===== config.mk =====
export PLATFORM = sky130hd
export DESIGN_NAME = button_press_event_detector
export DESIGN_NICKNAME = d
export VERILOG_FILES = /design/src/rtl/bped_pkg.sv /design/src/rtl/bped_stage.sv /design/src/rtl/bped_eval.sv /design/src/rtl/button_press_event_detector.sv
export SDC_FILE = /design/constraint.sdc
export NUM_CORES = 1
export LEC_CHECK = 0
export BUFFER_PORTS_ARGS = -buffer_cell sky130_fd_sc_hd__buf_2
export CAP_MARGIN = 20
export CORE_UTILIZATION = 57
export DETAILED_ROUTE_END_ITERATION = 8
export PLACE_DENSITY = 0.78
export SKIP_CTS_REPAIR_TIMING = 1
export SYNTH_ARGS = -nofsm -noshare
export SYNTH_HDL_FRONTEND = slang
export SYNTH_SLANG_ARGS = --single-unit

===== constraint.sdc =====
create_clock -name aclk -period 6.3 [get_ports aclk]
set_clock_uncertainty 0.1 [all_clocks]
set_input_delay 0.315 -clock aclk [delete_from_list [all_inputs] [get_ports aclk]]
set_output_delay 0.315 -clock aclk [all_outputs]
set_load 0.03 [all_outputs]

===== src/rtl/bped_pkg.sv =====
// Package for the button press event detector.
// Holds the item types, the configuration register map and reset values.
// No dependencies.
package bped_pkg;

    localparam int CFG_DATA_W  = 16;
    localparam int CFG_INDEX_W = 1;

    typedef enum logic [CFG_INDEX_W-1:0] {
        REG_LONG_PRESS_MS      = 1'b0,
        REG_REPEAT_INTERVAL_MS = 1'b1
    } cfg_reg_t;

    localparam logic [CFG_DATA_W-1:0] LONG_PRESS_MS_RESET      = 16'd500;
    localparam logic [CFG_DATA_W-1:0] REPEAT_INTERVAL_MS_RESET = 16'd50;

    localparam logic [15:0] REPEATS_MAX = 16'hFFFF;

    typedef struct packed {
        logic        held;
        logic [31:0] now_ms;
    } in_item_t;

    typedef struct packed {
        logic        press_event;
        logic        long_press_event;
        logic        repeat_event;
        logic        release_event;
        logic        short_release_event;
        logic        long_release_event;
        logic [31:0] hold_ms;
        logic [15:0] repeats;
    } out_item_t;

    typedef struct packed {
        logic [CFG_DATA_W-1:0] long_press_ms;
        logic [CFG_DATA_W-1:0] repeat_interval_ms;
    } cfg_t;

endpackage


===== src/rtl/bped_stage.sv =====
// One register stage with valid/ready flow control for any packed payload.
// Used for the input register and the result register. No package needed.
module bped_stage #(
    parameter type payload_t = logic
) (
    input  logic     aclk,
    input  logic     aresetn,
    input  logic     in_valid,
    output logic     in_ready,
    input  payload_t in_data,
    output logic     out_valid,
    input  logic     out_ready,
    output payload_t out_data
);

    logic     valid_reg;
    payload_t data_reg;

    assign in_ready  = !valid_reg || out_ready;
    assign out_valid = valid_reg;
    assign out_data  = data_reg;

    always_ff @(posedge aclk) begin
        if (!aresetn) begin
            valid_reg <= 1'b0;
        end else if (in_ready) begin
            valid_reg <= in_valid;
        end
    end

    always_ff @(posedge aclk) begin
        if (in_valid && in_ready) begin
            data_reg <= in_data;
        end
    end

endmodule


===== src/rtl/bped_eval.sv =====
// Event evaluation: timing state registers and the per-item event logic.
// Depends on bped_pkg.
module bped_eval #(
    parameter int TIME_BITS = 32
) (
    input  logic               aclk,
    input  logic               aresetn,
    input  logic               advance,
    input  bped_pkg::cfg_t     cfg,
    input  bped_pkg::in_item_t item,
    output bped_pkg::out_item_t result
);
    import bped_pkg::*;

    typedef logic [TIME_BITS-1:0] time_t;

    logic        was_pressed_reg, was_pressed_next;
    time_t       hold_reg, hold_next;
    time_t       prev_reg, prev_next;
    time_t       long_stamp_reg, long_stamp_next;
    time_t       rep_stamp_reg, rep_stamp_next;
    logic [15:0] rep_count_reg, rep_count_next;

    time_t now_t, long_t, intv_t, hold_cur;
    logic  rising, falling, long_ok, fire_long, fire_rep;

    always_comb begin
        now_t  = TIME_BITS'(item.now_ms);
        long_t = TIME_BITS'(cfg.long_press_ms);
        intv_t = TIME_BITS'(cfg.repeat_interval_ms);

        rising  = !was_pressed_reg && item.held;
        falling = was_pressed_reg && !item.held;

        hold_cur = item.held ? time_t'(hold_reg + (now_t - prev_reg)) : hold_reg;
        long_ok  = item.held && (hold_cur >= long_t);
        // now - (hold + now - prev) reduces to prev - hold
        fire_long = !rising && long_ok && (long_stamp_reg <= time_t'(prev_reg - hold_reg));
        fire_rep  = !rising && long_ok && !fire_long
                    && (time_t'(now_t - rep_stamp_reg) >= intv_t);

        was_pressed_next = item.held;
        hold_next        = rising ? '0 : hold_cur;
        prev_next        = now_t;
        long_stamp_next  = long_stamp_reg;
        rep_stamp_next   = rep_stamp_reg;
        rep_count_next   = rep_count_reg;
        if (fire_long) begin
            long_stamp_next = now_t;
            rep_stamp_next  = time_t'(now_t - intv_t);
            rep_count_next  = '0;
        end else if (fire_rep) begin
            rep_stamp_next = now_t;
            if (rep_count_reg != REPEATS_MAX) begin
                rep_count_next = rep_count_reg + 16'd1;
            end
        end

        result.press_event         = rising;
        result.long_press_event    = fire_long;
        result.repeat_event        = fire_rep;
        result.release_event       = falling;
        result.short_release_event = falling && (hold_cur < long_t);
        result.long_release_event  = falling && (hold_cur >= long_t);
        result.hold_ms             = 32'(hold_next);
        result.repeats             = rep_count_next;
    end

    always_ff @(posedge aclk) begin
        if (!aresetn) begin
            was_pressed_reg <= 1'b0;
            hold_reg        <= '0;
            prev_reg        <= '0;
            long_stamp_reg  <= '0;
            rep_stamp_reg   <= '0;
            rep_count_reg   <= '0;
        end else if (advance) begin
            was_pressed_reg <= was_pressed_next;
            hold_reg        <= hold_next;
            prev_reg        <= prev_next;
            long_stamp_reg  <= long_stamp_next;
            rep_stamp_reg   <= rep_stamp_next;
            rep_count_reg   <= rep_count_next;
        end
    end

endmodule


===== src/rtl/button_press_event_detector.sv =====
// Top level of the button press event detector with long press and auto-repeat.
// Depends on bped_pkg, bped_stage and bped_eval.
//
//   channel   | ports                        | carries
//   ----------+------------------------------+---------------------------------
//   input     | s_valid s_ready s_item       | button level and ms timestamp
//   result    | m_valid m_ready m_item       | event flags, hold time, repeats
//   config    | cfg_we cfg_index cfg_wdata   | long press time, repeat interval
//
// One item per cycle sustained while m_ready stays high.
// Input register -> event logic with timing state -> result register.
// Reset is synchronous on aresetn; config returns to 500 ms / 50 ms.
// A stalled result register holds the item; an empty input register still
// takes one more item, then s_ready drops until m_ready frees the pipe.
module button_press_event_detector #(
    parameter int TIME_BITS = 32
) (
    input  logic                                 aclk,
    input  logic                                 aresetn,
    input  logic                                 s_valid,
    output logic                                 s_ready,
    input  bped_pkg::in_item_t                   s_item,
    output logic                                 m_valid,
    input  logic                                 m_ready,
    output bped_pkg::out_item_t                  m_item,
    input  logic                                 cfg_we,
    input  logic [bped_pkg::CFG_INDEX_W-1:0]     cfg_index,
    input  logic [bped_pkg::CFG_DATA_W-1:0]      cfg_wdata
);
    import bped_pkg::*;

    cfg_t      cfg_reg;
    in_item_t  in_q;
    out_item_t eval_res;
    logic      in_q_valid, res_ready;

    always_ff @(posedge aclk) begin
        if (!aresetn) begin
            cfg_reg.long_press_ms      <= LONG_PRESS_MS_RESET;
            cfg_reg.repeat_interval_ms <= REPEAT_INTERVAL_MS_RESET;
        end else if (cfg_we) begin
            case (cfg_reg_t'(cfg_index))
                REG_LONG_PRESS_MS:      cfg_reg.long_press_ms      <= cfg_wdata;
                REG_REPEAT_INTERVAL_MS: cfg_reg.repeat_interval_ms <= cfg_wdata;
                default: ;
            endcase
        end
    end

    bped_stage #(.payload_t(in_item_t)) u_in_stage (
        .aclk      (aclk),
        .aresetn   (aresetn),
        .in_valid  (s_valid),
        .in_ready  (s_ready),
        .in_data   (s_item),
        .out_valid (in_q_valid),
        .out_ready (res_ready),
        .out_data  (in_q)
    );

    bped_eval #(.TIME_BITS(TIME_BITS)) u_eval (
        .aclk    (aclk),
        .aresetn (aresetn),
        .advance (in_q_valid && res_ready),
        .cfg     (cfg_reg),
        .item    (in_q),
        .result  (eval_res)
    );

    bped_stage #(.payload_t(out_item_t)) u_out_stage (
        .aclk      (aclk),
        .aresetn   (aresetn),
        .in_valid  (in_q_valid),
        .in_ready  (res_ready),
        .in_data   (eval_res),
        .out_valid (m_valid),
        .out_ready (m_ready),
        .out_data  (m_item)
    );

    a_one_event: assert property (@(posedge aclk) disable iff (!aresetn)
        m_valid |-> $onehot0({m_item.press_event, m_item.long_press_event,
                              m_item.repeat_event, m_item.release_event}))
        else $error("more than one primary event in a result");

    a_release_kind: assert property (@(posedge aclk) disable iff (!aresetn)
        m_valid |-> (m_item.release_event ==
                     (m_item.short_release_event ^ m_item.long_release_event)))
        else $error("release kind does not match release event");

    a_press_clears_hold: assert property (@(posedge aclk) disable iff (!aresetn)
        (m_valid && m_item.press_event) |-> (m_item.hold_ms == 32'd0))
        else $error("hold time not cleared on press");

    a_long_clears_repeats: assert property (@(posedge aclk) disable iff (!aresetn)
        (m_valid && m_item.long_press_event) |-> (m_item.repeats == 16'd0))
        else $error("repeat count not cleared on long press");

endmodule

[After elaboration in Yosys (flattened, before gate mapping)]
Index checks and enable logic that the tools add are counted.
Storage, ports and cells
  register bits after elaboration: 266
  input port bits: 55
  output and inout bits: 56
  logic and storage cells: 63
Cells by class
  add/sub/neg operators: 6
  order comparisons: 4
  equal/unequal tests: 1
  muxes and demuxes: 7
  bitwise logic cells: 1
  reduce and logical (&&, ||, !) cells: 24
Operators by type and width (number)
  two-way mux 32 bit: 4
  subtractor 32 bit: 3
  greater-or-equal comparator 32 x 16 -> 1 bit: 2
  two-way mux 16 bit: 3
  adder 32 bit: 1
  less-or-equal comparator 32 bit: 1
  less-than comparator 32 x 16 -> 1 bit: 1
  subtractor 32 x 16 -> 32 bit: 1
  adder 16 x 1 -> 16 bit (second input constant): 1
  != test 16 bit (second input constant): 1
  logical AND 1 bit: 11
  AND reduction 2 bit: 4
  zero test 1 bit: 6
  logical OR 1 bit: 2
  nonzero test 2 bit: 1
  NOT 1 bit: 1

[Logic depth before layout (Yosys ltp)]
  word-level depth: 12
  depth in mapped cells: 31
  gate-level depth less buffers: 29

[By module]
From an unflattened synthesis, not the netlist that was laid out.
Second synthesis, totals
  cells, all modules: 2222
  area total of the unflattened synthesis: 19135.9 µm²
By module, submodules not included
  bped_eval: instances 1, cells an instance 1991, area each 15122.0 µm², seq. area each 2902.8 µm²
  bped_stage at u_out_stage: instances 1, cells an instance 59, area each 1679.1 µm², seq. area each 1641.6 µm²
  button_press_event_detector: instances 1, cells an instance 134, area each 1286.2 µm², seq. area each 640.6 µm²
  bped_stage at u_in_stage: instances 1, cells an instance 38, area each 1048.5 µm², seq. area each 1011.0 µm²

[Worst setup path before layout]
No wires, ideal clock.
  path type: register to register
  start point: register u_eval.hold_reg[0]
  end point: register u_out_stage.data_reg, in the netlist u_out_stage.out_data[0], data pin
  setup time: 256 ps
  arrival time: 5488 ps
  data required time: 5944 ps
  setup slack: 456 ps
  stages on the path, launching flop included: 30
  buffers on the path: 3
  period minus slack after synthesis: 5844 ps
  cells stage by stage: dfxtp_1 -> ha_1 -> inv_1 -> fa_1 -> a21o_1 -> a21oi_1 -> o21bai_1 -> a21oi_1 -> nand2b_1 -> nor2_1 -> o21a_1 -> a21o_1 -> o21a_1 -> a211o_1 -> a21o_1 -> a21oi_1 -> xor2_1 -> ha_1 -> nand4_1 -> nor4_1 -> nand4_1 -> nor3b_1 -> a22o_1 -> nor2_1 -> nand3_4 -> inv_4 -> buf_4 -> buf_2 -> buf_2 -> nor2_1
RTL lines
  start: declaration: RTL line bped_eval.sv:18  | time_t hold_reg, hold_next;
  start signal: assignment: RTL line bped_eval.sv:79  | hold_reg <= hold_next;
  end signal: assignment: RTL line bped_stage.sv:33  | data_reg <= in_data;
  end: declaration: RTL line bped_stage.sv:17  | payload_t data_reg;

[Worst setup path in the final report]
  start point: register u_in_stage.data_reg, in the netlist u_in_stage.out_data[9]
  end point: register u_eval.rep_count_reg[4]
On the way
  longest elaborated chain between the ends: 12
  elaborated cells on any way between the ends: 14
  those cells by class: 3 x add/sub; 2 x order compare; 3 x mux; 6 x reduce/logical
RTL lines
  start: declaration: RTL line bped_stage.sv:17
  start signal: assignment: RTL line bped_stage.sv:33
  subtractor 32 bit: RTL line bped_eval.sv:35  | hold_cur = item.held ? time_t'(hold_reg + (now_t - prev_reg)) : hold_reg;
  adder 32 bit: RTL line bped_eval.sv:35
  two-way mux 32 bit: RTL line bped_eval.sv:35
  greater-or-equal comparator 32 x 16 -> 1 bit: RTL line bped_eval.sv:36  | long_ok = item.held && (hold_cur >= long_t);
  logical AND 1 bit: RTL line bped_eval.sv:36
  logical AND 1 bit: RTL line bped_eval.sv:38, bped_eval.sv:39
  logical AND 1 bit: RTL line bped_eval.sv:38  | fire_long = !rising && long_ok && (long_stamp_reg <= time_t'(prev_reg - hold_reg));
  zero test 1 bit: RTL line bped_eval.sv:39  | fire_rep = !rising && long_ok && !fire_long
  logical AND 1 bit: RTL line bped_eval.sv:39
  logical AND 1 bit: RTL line bped_eval.sv:40  | && (time_t'(now_t - rep_stamp_reg) >= intv_t);
  two-way mux 16 bit: RTL line bped_eval.sv:52  | end else if (fire_rep) begin
  two-way mux 16 bit (*): RTL line bped_eval.sv:48  | if (fire_long) begin
  end signal: assignment: RTL line bped_eval.sv:83  | rep_count_reg <= rep_count_next;
  end: declaration: RTL line bped_eval.sv:22  | logic [15:0] rep_count_reg, rep_count_next;
Every way passes the cells marked *; elsewhere a longest branch is shown, timed or not.
A chain may end at the register's enable or synchronous reset.

==> impl_metrics.csv <==
group,metric,value,unit
synthesis,yosysSeqAreaShare,33.1,%
finish,final_cell_mix,"nand2_1, a21oi_1, inv_1",
outcome,status,"finished, violations left",
synthesis,ys_ff_latch,266,
timing,slew_headroom,33.2,%
finish,num_antenna_cells,0,
grt,grt_overflow,0,
critical_path,r2r_end,"u_eval.rep_count_reg[4]",
critical_path,reg2reg_depth,24,
route,ant_nets,0,
route,drt-initial-drc-count,1736,
hold_path,hold_class,"in2reg",
clocking,clock-root-buffer,"clkbuf_16",
power,powerDensity,252,nW/um^2
finish,area_delta_synth_final,14.6,%
clocking,cts.clk_slew.worst_paths,0.07,ns
synthesis,synth_edf_count,87,
critical_path,cp-start-kind,"register",
timing,drv_slew,0,
grt,antenna_found_initial,0,
hold_path,hold_start,"m_ready",
power,peakVddDrop,0.242,mV
critical_path,critPathKind,"reg2reg",
timing,min_period_over_period,95.5,%
critical_path,critical_path.top_delay_family,"simple AND/OR/NAND/NOR gates",
critical_path,endpoint,"u_eval.rep_count_reg[4]",
grt,track_usage,30.4,%
grt,grt_max_degree,81,
finish,drive_gt1_share,10.4,%
synthesis,synth-async-reset-ratio,0,%
floorplanning,die_x,183,um
floorplanning,die-area,33600,um^2
grt,grt_pass1_vias,15900,
grt,grt_pass1_wl,82000,um
synthesis,syn_area,18700,um^2
placement,gp_congestion,0.966,
critical_path,r2r_setup_slack,0.29,ns
synthesis,synth_cells,2282,
route,drtPass1Iterations,5,
job,maxCapViolations,0,
route,post_drt_wl_per_cell,18.0,um
timing,worst_slew_pin_slew,0.993,ns
floorplanning,die_h,183,um
finish,fin_cells,2888,
floorplanning,core_area,32000,um^2
clocking,numCtsBuffers,30,
synthesis,synth_cell_types,90,
critical_path,startpoint,"u_in_stage.out_data[9]",
timing,finalCriticalPeriod,6.01,ns
synthesis,syn-num-nets,2546,
critical_path,cp_max_fo,23,
finish,final_common_cell,"nand2_1",
finish,nets,2693,
timing,timing.fmax,166,MHz
finish,multi_input_area,11300,um^2
placement,place_inst,2779,
critical_path,slowest_stage,"fa_1",
placement,hpwl,38800,um
finish,fillers,2637,
critical_path,worstPathArrival,6.41,ns
timing,hold_viol,1,
route,vias,17000,
route,wirelength,51900,um
critical_path,timing.rr.start,"u_in_stage.out_data[9]",
clocking,clock_sinks,266,
power,p_leak,8.98,nW
synthesis,synth_ff_type,"dfxtp_1",
clocking,htree_levels,1,
floorplanning,rows,65,
finish,largest_reg_flops,54,
finish,utilization,67.1,%
critical_path,critPathMaxStageDelay,0.55,ns
critical_path,cp_num_buf_inv,4,
synthesis,syn_area_per_cell,8.20,um^2
timing,finalSetupViolCount,0,
clocking,cts_tree,"done",
floorplanning,start_util,58.6,%
route,drc,0,
synthesis,ys_warn_count,0,
clocking,clockBufferDepth,3,
outcome,violations,"negative hold slack",
finish,ff_latch_area,6200,um^2
critical_path,crit_chain,"inv_1, fa_1, inv_1, ha_1, a21oi_1, o21ai_0, nor2b_1, or3_1, xnor2_1, mux2i_1, ha_1, nand4_1, nor3_1, nor3_1, o211a_1, o221ai_1, and3b_1, nand2_4, nand3_4, inv_8, buf_12, nor2_1, or4b_1, a31oi_1",
timing,whs,-0.0413,ns
critical_path,cp.required,6.70,ns
clocking,worstSkewPairLatency,0.58,ns
floorplanning,io_pins,111,
critical_path,end_kind,"register",
route,vias_per_cell,5.88,
critical_path,cp.depth,24,
placement,io_buffers,110,
==> routing by layer <==
metal  track usage [%]  vias up  part of all wire, %
met2              49.4      658                   45
met3              3.93       95                  6.8
li1                  -     8292                    -
met4              8.23        0                  2.7
met1              42.6     7947                   45
met5                 0        -                    0
==> worst min-delay path: stages <==
cell	delay, ns
buf_2	0.08
nor2b_1	0.06
nor2_1	0.09
nor2_1	0.05
==> metrics by stage <==
step	TNS, ns	setup slack, ns	instance area [um^2]	power, mW
floorplan	0	0.456	18700	3.12
finish	0	0.285	21500	5.41
global route	-0.0318	-0.0179	21500	5.69
CTS	-0.281	-0.141	20900	5.37
global placement	0	0.00874	19800	3.49
detailed placement	-0.217	-0.132	19800	3.53
==> synth_stat cells (16+ instances only) <==
cell type,count,area (um^2)
nor3_1,30,150
nand2b_1,22,138
clkbuf_1,68,255
a21oi_1,247,1240
nand3_1,34,170
nand4_1,40,250
or3_1,17,106
o21a_1,20,150
edfxtp_1,87,2610
dfxtp_1,179,3580
xnor2_1,60,526
nor2_1,139,522
fa_1,34,681
o21ai_0,113,566
a211oi_1,30,225
nor2b_1,33,206
buf_2,16,80.1
o211ai_1,24,180
inv_1,232,871
nand2_1,349,1310
xor2_1,36,315
a31oi_1,29,181
ha_1,175,2190
a21o_1,51,383
o22ai_1,16,100
==> worst min path at each step <==
stage | endpoint | cells after the start
6_report | u_out_stage.out_valid | 4
4_1_cts | u_in_stage.out_data[6] | 1
2_1_floorplan | u_in_stage.out_data[0] | 0
3_3_place_gp | u_eval.hold_reg[14] | 2
3_5_place_dp | cfg_reg[12] | 2
5_1_grt | u_out_stage.out_valid | 4
==> cells by family (layout without fill, tap and decap cells) <==
kind of cell | count (synthesis) | in the layout | synth area share [%]
AND/OR/NAND/NOR | 744 | 744 | 18.8
AO/OA/AOI/OAI | 630 | 630 | 20.9
buffers and inverters | 325 | 496 | 6.74
flip-flops | 266 | 266 | 33.1
adder cells (fa/ha/maj) | 209 | 209 | 15.3
XOR/XNOR | 96 | 96 | 4.49
multiplexers | 12 | 12 | 0.642
==> where the power goes <==
| group | switching, mW | total (mW) | leakage (nW) | internal [mW] |
|---|---|---|---|---|
| Combinational | 1.01 | 1.67 | 6.18 | 0.658 |
| Sequential | 0.0551 | 1.90 | 2.30 | 1.85 |
| Clock | 0.742 | 1.85 | 0.507 | 1.10 |
==> cell type report <==
cell class / count / share of cell area (%)
inverter: 234 / 4.15
timing repair buffer: 206 / 6.82
multi-input combinational: 1691 / 52.8
clock buffer: 40 / 3.91
sequential: 266 / 28.9
tap: 435 / 2.54
clock inverter: 16 / 0.933
Note: power is estimated with default switching activity, not from simulation.
